`src/rtl/assert_macros.svh`:
```
// ----------------------------------------------------------------------------
// assert_macros
// Assertion helpers used by the slot table RTL.
// ----------------------------------------------------------------------------
`ifndef ASSERT_MACROS_SVH
`define ASSERT_MACROS_SVH

// Same-cycle implication, disabled while reset is low.
`define GST_ASSERT_IMP(label, clk, rst_n, ante, cons) \
	label: assert property (@(posedge clk) disable iff (!(rst_n)) (ante) |-> (cons)) \
		else $error("same-cycle check failed");

// Next-cycle implication, disabled while reset is low.
`define GST_ASSERT_NXT(label, clk, rst_n, ante, cons) \
	label: assert property (@(posedge clk) disable iff (!(rst_n)) (ante) |=> (cons)) \
		else $error("next-cycle check failed");

`endif

```
`src/rtl/gst_pkg.sv`:
```
// ----------------------------------------------------------------------------
// gst_pkg
// Types and constants shared by the generational slot table.
// ----------------------------------------------------------------------------
package gst_pkg;

	localparam int SLOT_COUNT_DEF = 16;
	localparam int GEN_W          = 32;

	typedef enum logic [1:0] {
		OP_ALLOC   = 2'd0,
		OP_RELEASE = 2'd1,
		OP_CHECK   = 2'd2,
		OP_CLEAR   = 2'd3
	} op_t;

	typedef enum logic [1:0] {
		ST_OK        = 2'd0,
		ST_EXHAUSTED = 2'd1,
		ST_INVALID   = 2'd2
	} status_t;

	typedef enum logic [2:0] {
		S_IDLE,
		S_SCAN,
		S_READ,
		S_EVAL,
		S_DONE
	} state_t;

	// Result of the shared generation unit.
	typedef struct packed {
		logic             eq;
		logic [GEN_W-1:0] next;
	} gen_res_t;

endpackage

```
`src/rtl/gst_ram.sv`:
```
// ----------------------------------------------------------------------------
// gst_ram
// Generic single-write, single-read RAM with registered read data.
// ----------------------------------------------------------------------------
module gst_ram #(
	parameter int WIDTH = 32,
	parameter int DEPTH = 16
) (
	input  logic                                  clk,
	input  logic                                  we,
	input  logic [((DEPTH > 1) ? $clog2(DEPTH) : 1)-1:0] waddr,
	input  logic [WIDTH-1:0]                      wdata,
	input  logic [((DEPTH > 1) ? $clog2(DEPTH) : 1)-1:0] raddr,
	output logic [WIDTH-1:0]                      rdata
);

	logic [WIDTH-1:0] mem_q [DEPTH];
	logic [WIDTH-1:0] rdata_q;

	always_ff @(posedge clk) begin
		if (we) begin
			mem_q[waddr] <= wdata;
		end
		rdata_q <= mem_q[raddr];
	end

	assign rdata = rdata_q;

endmodule

```
`src/rtl/gst_gen_unit.sv`:
```
// ----------------------------------------------------------------------------
// gst_gen_unit
// Shared generation unit: compare against a handle, advance with wrap to one.
// ----------------------------------------------------------------------------
module gst_gen_unit (
	input  logic [gst_pkg::GEN_W-1:0] cur,
	input  logic [gst_pkg::GEN_W-1:0] handle,
	output gst_pkg::gen_res_t         res
);

	logic [gst_pkg::GEN_W-1:0] inc;

	assign inc = cur + gst_pkg::GEN_W'(1);

	always_comb begin
		res.eq   = (cur == handle);
		// skip zero on wrap: zero never names a live generation
		res.next = (inc == '0) ? gst_pkg::GEN_W'(1) : inc;
	end

endmodule

```
`src/rtl/generational_handle_slot_table.sv`:
```
// ----------------------------------------------------------------------------
// generational_handle_slot_table
// Slot table with per-slot alive marks and 32-bit generations.
// Request words (req_valid/req_ready) carry opcode, handle_slot and
// handle_generation; each returns one response word (rsp_valid/rsp_ready)
// with status, granted_slot, granted_generation and high_water.
// A small sequencer serves one request at a time; req_ready is high only
// while it is idle. Allocate scans the alive marks from slot zero, one
// alive mark per cycle, for the lowest free slot (or to the end when the
// table is full); release and check read the generation RAM, then use
// the shared compare unit, skipping both when the slot is out of range;
// clear drops the marks directly. rsp_valid rises together with req_ready.
// Reset clears the alive marks, the generation valid bits, the high-water
// count and the sequencer; no clearing pass runs.
// On a receiver stall, hold the finished word until the output register
// frees.
// ----------------------------------------------------------------------------
`include "assert_macros.svh"

module generational_handle_slot_table #(
	parameter int SLOT_COUNT = gst_pkg::SLOT_COUNT_DEF
) (
	input  logic        clk,
	input  logic        arst_n,
	input  logic        req_valid,
	output logic        req_ready,
	input  logic [1:0]  opcode,
	input  logic [7:0]  handle_slot,
	input  logic [31:0] handle_generation,
	output logic        rsp_valid,
	input  logic        rsp_ready,
	output logic [1:0]  status,
	output logic [3:0]  granted_slot,
	output logic [31:0] granted_generation,
	output logic [4:0]  high_water
);

	localparam int SW = (SLOT_COUNT > 1) ? $clog2(SLOT_COUNT) : 1;
	localparam int CW = $clog2(SLOT_COUNT + 1);
	localparam logic [8:0]    SLOT_LIMIT = 9'(SLOT_COUNT);
	localparam logic [CW-1:0] SLOT_END   = CW'(SLOT_COUNT);

	gst_pkg::state_t state_q, state_d;

	// request hold
	gst_pkg::op_t              op_q;
	logic [7:0]                slot_q;
	logic [gst_pkg::GEN_W-1:0] hgen_q;

	// table state
	logic [SLOT_COUNT-1:0] alive_q;
	logic [SLOT_COUNT-1:0] gvalid_q;
	logic [CW-1:0]         highest_q;
	logic [CW-1:0]         idx_q;

	// finished result, then output register
	gst_pkg::status_t          res_status_q;
	logic [3:0]                res_slot_q;
	logic [gst_pkg::GEN_W-1:0] res_gen_q;
	logic                      rsp_valid_q;
	logic [1:0]                rsp_status_q;
	logic [3:0]                rsp_slot_q;
	logic [gst_pkg::GEN_W-1:0] rsp_gen_q;
	logic [4:0]                rsp_hw_q;

	logic                      accept;
	logic                      in_range;
	logic                      scan_end;
	logic                      scan_free;
	logic                      out_free;
	logic [SW-1:0]             rd_addr;
	logic [SW-1:0]             slot_a;
	logic                      ram_we;
	logic [gst_pkg::GEN_W-1:0] ram_rdata;
	logic [gst_pkg::GEN_W-1:0] cur_gen;
	logic                      handle_ok;
	gst_pkg::gen_res_t         unit_res;

	assign accept    = req_valid && req_ready;
	assign req_ready = (state_q == gst_pkg::S_IDLE);
	assign in_range  = ({1'b0, slot_q} < SLOT_LIMIT);
	assign scan_end  = (idx_q == SLOT_END);
	// only look at the alive mark once the index is known to be in range
	assign scan_free = !scan_end && !alive_q[idx_q[SW-1:0]];
	assign out_free  = !rsp_valid_q || rsp_ready;

	// scan reads at the walking index, release/check at the handle slot
	assign rd_addr = (state_q == gst_pkg::S_SCAN) ? idx_q[SW-1:0] : slot_q[SW-1:0];
	assign slot_a  = (op_q == gst_pkg::OP_ALLOC) ? idx_q[SW-1:0] : slot_q[SW-1:0];
	assign ram_we  = (state_q == gst_pkg::S_EVAL) && (op_q == gst_pkg::OP_ALLOC);

	gst_ram #(
		.WIDTH (gst_pkg::GEN_W),
		.DEPTH (SLOT_COUNT)
	) u_gen_ram (
		.clk   (clk),
		.we    (ram_we),
		.waddr (slot_a),
		.wdata (unit_res.next),
		.raddr (rd_addr),
		.rdata (ram_rdata)
	);

	// an entry never written since clear reads as generation zero
	assign cur_gen = gvalid_q[slot_a] ? ram_rdata : '0;

	gst_gen_unit u_gen_unit (
		.cur    (cur_gen),
		.handle (hgen_q),
		.res    (unit_res)
	);

	assign handle_ok = alive_q[slot_a] && unit_res.eq;

	// sequencer state register
	always_ff @(posedge clk or negedge arst_n) begin
		if (!arst_n) begin
			state_q <= gst_pkg::S_IDLE;
		end else begin
			state_q <= state_d;
		end
	end

	always_comb begin
		state_d = state_q;
		case (state_q)
			gst_pkg::S_IDLE: begin
				if (accept) begin
					case (gst_pkg::op_t'(opcode))
						gst_pkg::OP_ALLOC: state_d = gst_pkg::S_SCAN;
						gst_pkg::OP_CLEAR: state_d = gst_pkg::S_EVAL;
						default:           state_d = gst_pkg::S_READ;
					endcase
				end
			end
			gst_pkg::S_SCAN: begin
				if (scan_end) begin
					state_d = gst_pkg::S_DONE;
				end else if (scan_free) begin
					state_d = gst_pkg::S_EVAL;
				end
			end
			gst_pkg::S_READ: begin
				state_d = in_range ? gst_pkg::S_EVAL : gst_pkg::S_DONE;
			end
			gst_pkg::S_EVAL: begin
				state_d = gst_pkg::S_DONE;
			end
			gst_pkg::S_DONE: begin
				if (out_free) begin
					state_d = gst_pkg::S_IDLE;
				end
			end
			default: begin
				state_d = gst_pkg::S_IDLE;
			end
		endcase
	end

	// request hold: payload only
	always_ff @(posedge clk) begin
		if (accept) begin
			op_q   <= gst_pkg::op_t'(opcode);
			slot_q <= handle_slot;
			hgen_q <= handle_generation;
		end
	end

	// table state and result
	always_ff @(posedge clk or negedge arst_n) begin
		if (!arst_n) begin
			alive_q      <= '0;
			gvalid_q     <= '0;
			highest_q    <= '0;
			idx_q        <= '0;
			res_status_q <= gst_pkg::ST_OK;
			res_slot_q   <= '0;
			res_gen_q    <= '0;
		end else begin
			case (state_q)
				gst_pkg::S_IDLE: begin
					idx_q <= '0;
				end
				gst_pkg::S_SCAN: begin
					if (scan_end) begin
						res_status_q <= gst_pkg::ST_EXHAUSTED;
						res_slot_q   <= '0;
						res_gen_q    <= '0;
					end else if (!scan_free) begin
						idx_q <= idx_q + CW'(1);
					end
				end
				gst_pkg::S_READ: begin
					if (!in_range) begin
						res_status_q <= gst_pkg::ST_INVALID;
						res_slot_q   <= '0;
						res_gen_q    <= '0;
					end
				end
				gst_pkg::S_EVAL: begin
					res_slot_q   <= '0;
					res_gen_q    <= '0;
					res_status_q <= gst_pkg::ST_OK;
					case (op_q)
						gst_pkg::OP_ALLOC: begin
							alive_q[slot_a]  <= 1'b1;
							gvalid_q[slot_a] <= 1'b1;
							if (idx_q >= highest_q) begin
								highest_q <= idx_q + CW'(1);
							end
							res_slot_q <= 4'(idx_q);
							res_gen_q  <= unit_res.next;
						end
						gst_pkg::OP_RELEASE: begin
							if (handle_ok) begin
								alive_q[slot_a] <= 1'b0;
							end else begin
								res_status_q <= gst_pkg::ST_INVALID;
							end
						end
						gst_pkg::OP_CHECK: begin
							if (!handle_ok) begin
								res_status_q <= gst_pkg::ST_INVALID;
							end
						end
						default: begin
							// clear: drop every mark and count
							alive_q   <= '0;
							gvalid_q  <= '0;
							highest_q <= '0;
						end
					endcase
				end
				default: begin
				end
			endcase
		end
	end

	// output register
	always_ff @(posedge clk or negedge arst_n) begin
		if (!arst_n) begin
			rsp_valid_q <= 1'b0;
		end else if (state_q == gst_pkg::S_DONE && out_free) begin
			rsp_valid_q <= 1'b1;
		end else if (rsp_ready) begin
			rsp_valid_q <= 1'b0;
		end
	end

	always_ff @(posedge clk) begin
		if (state_q == gst_pkg::S_DONE && out_free) begin
			rsp_status_q <= res_status_q;
			rsp_slot_q   <= res_slot_q;
			rsp_gen_q    <= res_gen_q;
			rsp_hw_q     <= 5'(highest_q);
		end
	end

	assign rsp_valid          = rsp_valid_q;
	assign status             = rsp_status_q;
	assign granted_slot       = rsp_slot_q;
	assign granted_generation = rsp_gen_q;
	assign high_water         = rsp_hw_q;

	// an accepted word leaves the sequencer busy in the next cycle
	`GST_ASSERT_NXT(a_busy_after_accept, clk, arst_n, accept, !req_ready)
	// a granted generation is never zero
	`GST_ASSERT_IMP(a_gen_nonzero, clk, arst_n, ram_we, unit_res.next != '0)
	// the high-water count stays within the table
	`GST_ASSERT_IMP(a_hw_bound, clk, arst_n, 1'b1, highest_q <= SLOT_END)
	// a live slot always has a written generation
	`GST_ASSERT_IMP(a_alive_written, clk, arst_n, 1'b1, $countones(alive_q & ~gvalid_q) == 0)

endmodule
```
`config.mk`:
```
export PLATFORM = sky130hd
export DESIGN_NAME = generational_handle_slot_table
export DESIGN_NICKNAME = d
export VERILOG_FILES = /design/src/rtl/gst_pkg.sv /design/src/rtl/gst_ram.sv /design/src/rtl/gst_gen_unit.sv /design/src/rtl/generational_handle_slot_table.sv
export VERILOG_INCLUDE_DIRS = /design/src /design/src/rtl
export SDC_FILE = /design/constraint.sdc
export NUM_CORES = 1
export LEC_CHECK = 0
export BUFFER_PORTS_ARGS = -buffer_cell sky130_fd_sc_hd__buf_4
export CAP_MARGIN = 20
export CELL_PAD_IN_SITES_DETAIL_PLACEMENT = 1
export CELL_PAD_IN_SITES_GLOBAL_PLACEMENT = 1
export CORE_MARGIN = 2
export CORE_UTILIZATION = 47
export CTS_CLUSTER_DIAMETER = 80
export DETAILED_ROUTE_END_ITERATION = 7
export PLACE_DENSITY = 0.8
export SYNTH_ARGS = -nofsm -noshare
export SYNTH_HDL_FRONTEND = slang
export SYNTH_SLANG_ARGS = --single-unit
```
`constraint.sdc`:
```
create_clock -name clk -period 4.8 [get_ports clk]
set_clock_uncertainty 0.15 [all_clocks]
set_input_delay 0 -clock clk [delete_from_list [all_inputs] [get_ports clk]]
set_output_delay 0 -clock clk [all_outputs]
set_load 0.02 [all_outputs]
```
# Word level (Yosys, flattened, before mapping)
# Memory sizes are Yosys's and may differ from the RTL's. A register that Yosys moved wholly into a read port is not among the register bits.
# Index checks and enable logic that the tools add are counted.
# word_totals
reg_bits	169
latch_bits	0
ramBits	512
mem_bits_ro	0
input_bits	46
out_inout_bits	45
elab_cells	116
n_memories	1
# memory_table
name	words	word_bits	read_ports	rd_ports_with_merged_regs	write_ports	line	text
u_gen_ram.mem_q	16	32	1	1	1	gst_ram.sv:17	logic [WIDTH-1:0] mem_q [DEPTH];
# classes
n_addsub	2
mul	0
div_mod_pow	0
magnitude_cmp	5
eq_ne	18
shift	0
n_mux	44
bitwise	6
reduce_logical	24
# op_table
cell	count
$mux 32	5
$pmux 32 s3	1
$pmux 16 s3	1
$add 32x1->32 const B	1
$eq 32x32->1	1
$logic_not 32->1	1
$or 16x16->16	2
$pmux 16 s2	1
$mux 4	5
$pmux 5 s2	2
$and 16x16->16	1
$mux 16	1
$not 16->16	1
$mux 3	5
$mux 5	3
$pmux 3 s5	1
$reduce_and 3->1	5
$bmux 1 s4	3
$ne 2x2->1 const B	6
$pmux 4 s3	1
$lt 4x5->1 const B	2
$lt 8x5->1 const B	1
$mux 1	8
$mux 2	4
24 further kinds	37

# Logic depth before layout (Yosys ltp)
# depth
word_depth	10
ltp_mapped	16
mapped_depth_nobuf	11

# By module
# Synthesis repeated with hierarchy kept, for this count alone.
# unflattened
cells_unflattened	1597
area_unflattened_um2	28586.2
# modules_own_cells
module	n_inst	cells_per_inst	area_per_inst_um2	seq_area_each_um2
gst_ram	1	838	19835.3	16015.4
generational_handle_slot_table	1	535	7094.3	4654.5
gst_gen_unit	1	224	1656.6	0.0

# Least setup slack after synthesis
# No wires, ideal clock.
# synth_path
path_type	reg2reg
startpoint	register op_q[0]
endpoint	memory u_gen_ram.mem_q[0][0], enable pin
setup_ns	0.501
arrival_ns	4.604
t_required_ns	4.149
setup_slack_ns	-0.455
path_stages_with_launch	7
n_path_buf	1
period_less_slack_ns	5.255
cell_sequence	edfxtp_1 > inv_1 > ha_1 > buf_6 > nor3b_1 > nor2_1 > nor4_1
# synth_via
elab_chain_len	4
word_cells_on_any_way	5
cone_classes	mux (3); reduce/logical (2)
# synth_lines
element	line	text
start, declared	generational_handle_slot_table.sv:46	gst_pkg::op_t op_q;
start signal, assigned	generational_handle_slot_table.sv:163	op_q <= gst_pkg::op_t'(opcode);
$logic_not 2->1 *	generational_handle_slot_table.sv:89, generational_handle_slot_table.sv:90	
$logic_and 1x1->1	generational_handle_slot_table.sv:90	assign ram_we = (state_q == gst_pkg::S_EVAL) && (op_q == gst_pkg::OP_ALLOC);
$mux 1	gst_ram.sv:21	if (we) begin
$mux 1 (implied by the code)	gst_ram.sv:22	mem_q[waddr] <= wdata;
end, declared	gst_ram.sv:17	
# Mark *: on every way between the ends. The rest lies on a longest branch, timed or not.

# Final worst setup path
# layout_path
startpoint	register op_q[0]
endpoint	register res_gen_q[0] (netlist name)
# layout_via
elab_chain_len	10
# layout_lines
element	line	text
$logic_not 2->1 *	generational_handle_slot_table.sv:89	assign slot_a = (op_q == gst_pkg::OP_ALLOC) ? idx_q[SW-1:0] : slot_q[SW-1:0];
$mux 4 *	generational_handle_slot_table.sv:89	
$bmux 1 s4 *	generational_handle_slot_table.sv:105	assign cur_gen = gvalid_q[slot_a] ? ram_rdata : '0;
$mux 1 (implied by the code) *	generational_handle_slot_table.sv:105	
$mux 32 *	generational_handle_slot_table.sv:105	
$add 32x1->32 *	gst_gen_unit.sv:13	assign inc = cur + gst_pkg::GEN_W'(1);
$logic_not 32->1	gst_gen_unit.sv:18	res.next = (inc == '0) ? gst_pkg::GEN_W'(1) : inc;
$mux 32 *	gst_gen_unit.sv:18	
via u_gen_ram.wdata[0]	gst_ram.sv:12	input logic [WIDTH-1:0] wdata,
$mux 32 *	generational_handle_slot_table.sv:204	case (op_q)
$pmux 32 s3 *	generational_handle_slot_table.sv:180	case (state_q)
end signal, assigned	generational_handle_slot_table.sv:212	res_gen_q <= unit_res.next;
end, declared	generational_handle_slot_table.sv:59	logic [gst_pkg::GEN_W-1:0] res_gen_q;
# Mark *: on every way through the listed nets, which the timed path passes. The rest lies on a longest branch. The select of a mux whose other input is x is not followed.
# A chain may end at the register's enable or synchronous reset.

==> qor.csv <==
stage;metric;value;unit
timing;rsz0062_at_grt;false;
finish;drive_gt1_share;14.96;%
critical_path;endpoint_kind;flip-flop;
route;avgViaCountPerCell;6.300;
timing;holdWs;0.02574;ns
yosys;synth_flop_cell;edfxtp_1;
clock_network;cts-root-buf;clkbuf_16;
route;drc;0;
critical_path;r2r_start;op_q[0];
finish;synthToLayoutAreaGrowth;18.93;%
power_and_ir_drop;p_per_area;610.4;nW/um2
placement;port_buffers;90;
timing;min_period_over_period;92.62;%
yosys;yosysMostFrequentCell;edfxtp_1;
yosys;yosysSeqAreaShare;71.10;%
timing;final.min_clock_period;4.446;ns
floorplanning;initial_core_util;47.28;%
finish;nFillCells;5888;
critical_path;crit_path_start_kind;flip-flop;
worst_hold_path;holdPathStages;2;
global_route;gr-usage-all-layers;28.98;%
yosys;avgSynthCellArea;13.71;um2
yosys;ys_types;67;
yosys;yosys-top-cells-area;edfxtp_1 62%, dfrtp_1 7.2%, a211oi_1 4.3%;
clock_network;cts_made_buffers;73;
global_route;grt_pass1_wl;135700;um
worst_hold_path;min_to;hgen_q[10];
worst_hold_path;worstHoldStart;handle_generation[10];
yosys;synth_top_area_share;61.67;%
flow_run;maxCapViolCount;0;
yosys;synth_top_area_cell;edfxtp_1;
clock_network;post-cts-setup-buffers;0;
yosys;yosys_warnings;0;
clock_network;clkLatencyLatePin;0.64;ns
timing;setup_viol;0;
placement;dp_hpwl;49790;um
timing;maxSlewViolCount;0;
outcome;status;completed;
timing;relSlewSlack;24.57;%
route;antenna_left;0;
clock_network;path_clk_slew;0.06;ns
critical_path;worstPathArrival;4.86;ns
power_and_ir_drop;peakVddDrop;0.4297;mV
power_and_ir_drop;p_total;0.02110;W
timing;hold_viol_final;0;
worst_hold_path;hold_class;primary input to flip-flop;
route;via_count;19980;
global_route;grt_pass1_vias;21310;
yosys;netlist_top_cells_count;597 x edfxtp_1, 289 x nand2_1, 167 x a211oi_1;
clock_network;clock_sinks;713;
global_route;antenna_found_initial;2;
timing;tightest_slew;1.127;ns
clock_network;htree_levels;3;
floorplanning;ios;91;
floorplanning;die_h;252.7;um
route;drtIter0Drc;1954;
floorplanning;fp.dieW;252.7;um
critical_path;reg2reg_slack;0.35;ns
global_route;grt_max_degree;69;
route;wl_per_cell;29.24;um
timing;fin_ws;0.3544;ns
timing;setup_tns;0;ns
clock_network;cts_tree;done;
global_route;grt_overflow_total;0;
critical_path;crit_required;5.22;ns
critical_path;critPathMaxFanout;18;
critical_path;timing_worst_setup_path_type;flip-flop to flip-flop;
finish;final_nets;2376;
placement;globalplace.congestion;0.8921;
floorplanning;dieArea;63860;um2
yosys;async_reset_ff_share;11.78;%
yosys;syn-num-nets;2178;
floorplanning;core_area;61480;um2
yosys;synthesis.area;29070;um2
power_and_ir_drop;p_leak;11.97;nW
floorplanning;rows;91;
placement;pre_cts_ws;-0.01886;ns
critical_path;r2r-end;res_gen_q[0];
route;wirelength;92740;um
timing;max_freq;0.2249;GHz
yosys;ys_ff_latch;713;
route;drt_first_pass_iters;6;
yosys;synthesis.instances;2121;
clock_network;clockBufferDepth;3;
critical_path;worstRegToRegCells;13;
yosys;synth-edff-count;597;
-- worst max path at each step --
| stage | start | endpoint | slack, ns | depth (start not counted) |
|---|---|---|---|---|
| 6_report | op_q[0] | res_gen_q[0] | 0.35 | 13 |
| 2_1_floorplan | op_q[0] | u_gen_ram.mem_q[0][0] | -0.46 | 6 |
| 5_1_grt | op_q[0] | res_gen_q[0] | 0.17 | 13 |
| 3_3_place_gp | op_q[0] | res_gen_q[0] | 0.24 | 13 |
| 3_5_place_dp | op_q[0] | res_gen_q[0] | -0.02 | 13 |
| 4_1_cts | op_q[0] | res_gen_q[0] | 0.20 | 13 |
-- cell usage in the layout (no fill, tap or decap), drive strengths merged, types with 11 or more instances in the layout --
master,count
nand2b,11
dfrtp,84
a31oi,67
xnor2,29
and2,133
xor2,27
nand4,14
o21ai,21
buf,185
a21oi,104
a211oi,177
nor4,28
ha,11
dlygate4sd3,87
clkinv,20
a311oi,64
nor2,88
clkbuf,100
nand3,22
edfxtp,597
inv,27
a22o,35
dfxtp,32
nor3,14
nand2,289
-- timing repair --
action                                 4_1_cts  5_1_grt
setup endpoints to repair                   17       17
hold buffers                                88        0
endpoints found under the hold margin      106        0
resized for setup                            1        2
-- per-stage QoR --
stage	area [um2]	util [%]	instances
after floorplan	29100	-	2121
after global placement	31170	50.69	2941
after detailed placement	31210	50.75	2943
after CTS	34510	56.12	3167
after global routing	34570	56.23	3170
final	34570	56.23	3172
-- power breakdown --
group	total [W]	switching [W]	leakage, nW	internal, W
combinational	0.00641	0.00436	3.93	0.00205
clock	0.00578	0.00249	1.15	0.00329
sequential	0.00892	0.000673	6.88	0.00824
-- flip-flops by register name (all words and copies together) (netlist names) --
signal              count
hgen_q                 32
res_status_q            2
u_gen_ram.rdata        32
op_q                    2
rsp_valid               1
alive_q                16
res_gen_q              32
highest_q               5
granted_slot            4
high_water              5
idx_q                   5
res_slot_q              4
gvalid_q               16
granted_generation     32
state_q                 3
status                  2
slot_q                  8
u_gen_ram.mem_q       512
-- kinds of logic (layout without fill, tap and decap cells) --
logic type	Yosys count	after routing	share of synthesized area, %
DFF	713	713	71.10
adders and majority gates	11	11	0.4734
xor gates and xnor gates	56	56	1.687
muxes	17	17	0.9770
buffers and inverters	173	432	2.423
other	0	2	0
and+or+nand+nor	634	634	10.48
AOI/OAI and AO/OA	517	517	12.86
-- worst max-delay path, stage by stage, from the launching register on --
cell and delay [ns]:
edfxtp_1 0.43, inv_1 0.16, ha_2 0.40, inv_1 0.25, o32a_1 0.60, a41oi_1 0.34, or4_4 0.31, buf_4 0.25
nor2_1 0.09, buf_4 0.21, nor4_1 0.32, nand4_1 0.21, o211ai_4 0.45, a22o_1 0.21
-- area by class of cell --
cell class	instances	area [um2]	share of cell area (%)
antenna	2	5.005	0.01448
clock buffer	100	2009	5.812
clock inverter	36	387.9	1.122
inverter	24	90.09	0.2606
multi-input combinational	1235	7928	22.93
sequential	713	20670	59.78
tap	790	988.4	2.859
timing repair buffer	272	2496	7.220
-- routing by layer --
metal / track usage [%] / up-vias / share of wire [%]
li1: - / 8486 / -
met1: 35.12 / 10270 / 37
met2: 48.81 / 930 / 50
met3: 6.828 / 298 / 7.8
met4: 14.08 / 2 / 4.9
met5: 0 / - / 0.011
Note: power is estimated with default switching activity, not from simulation.
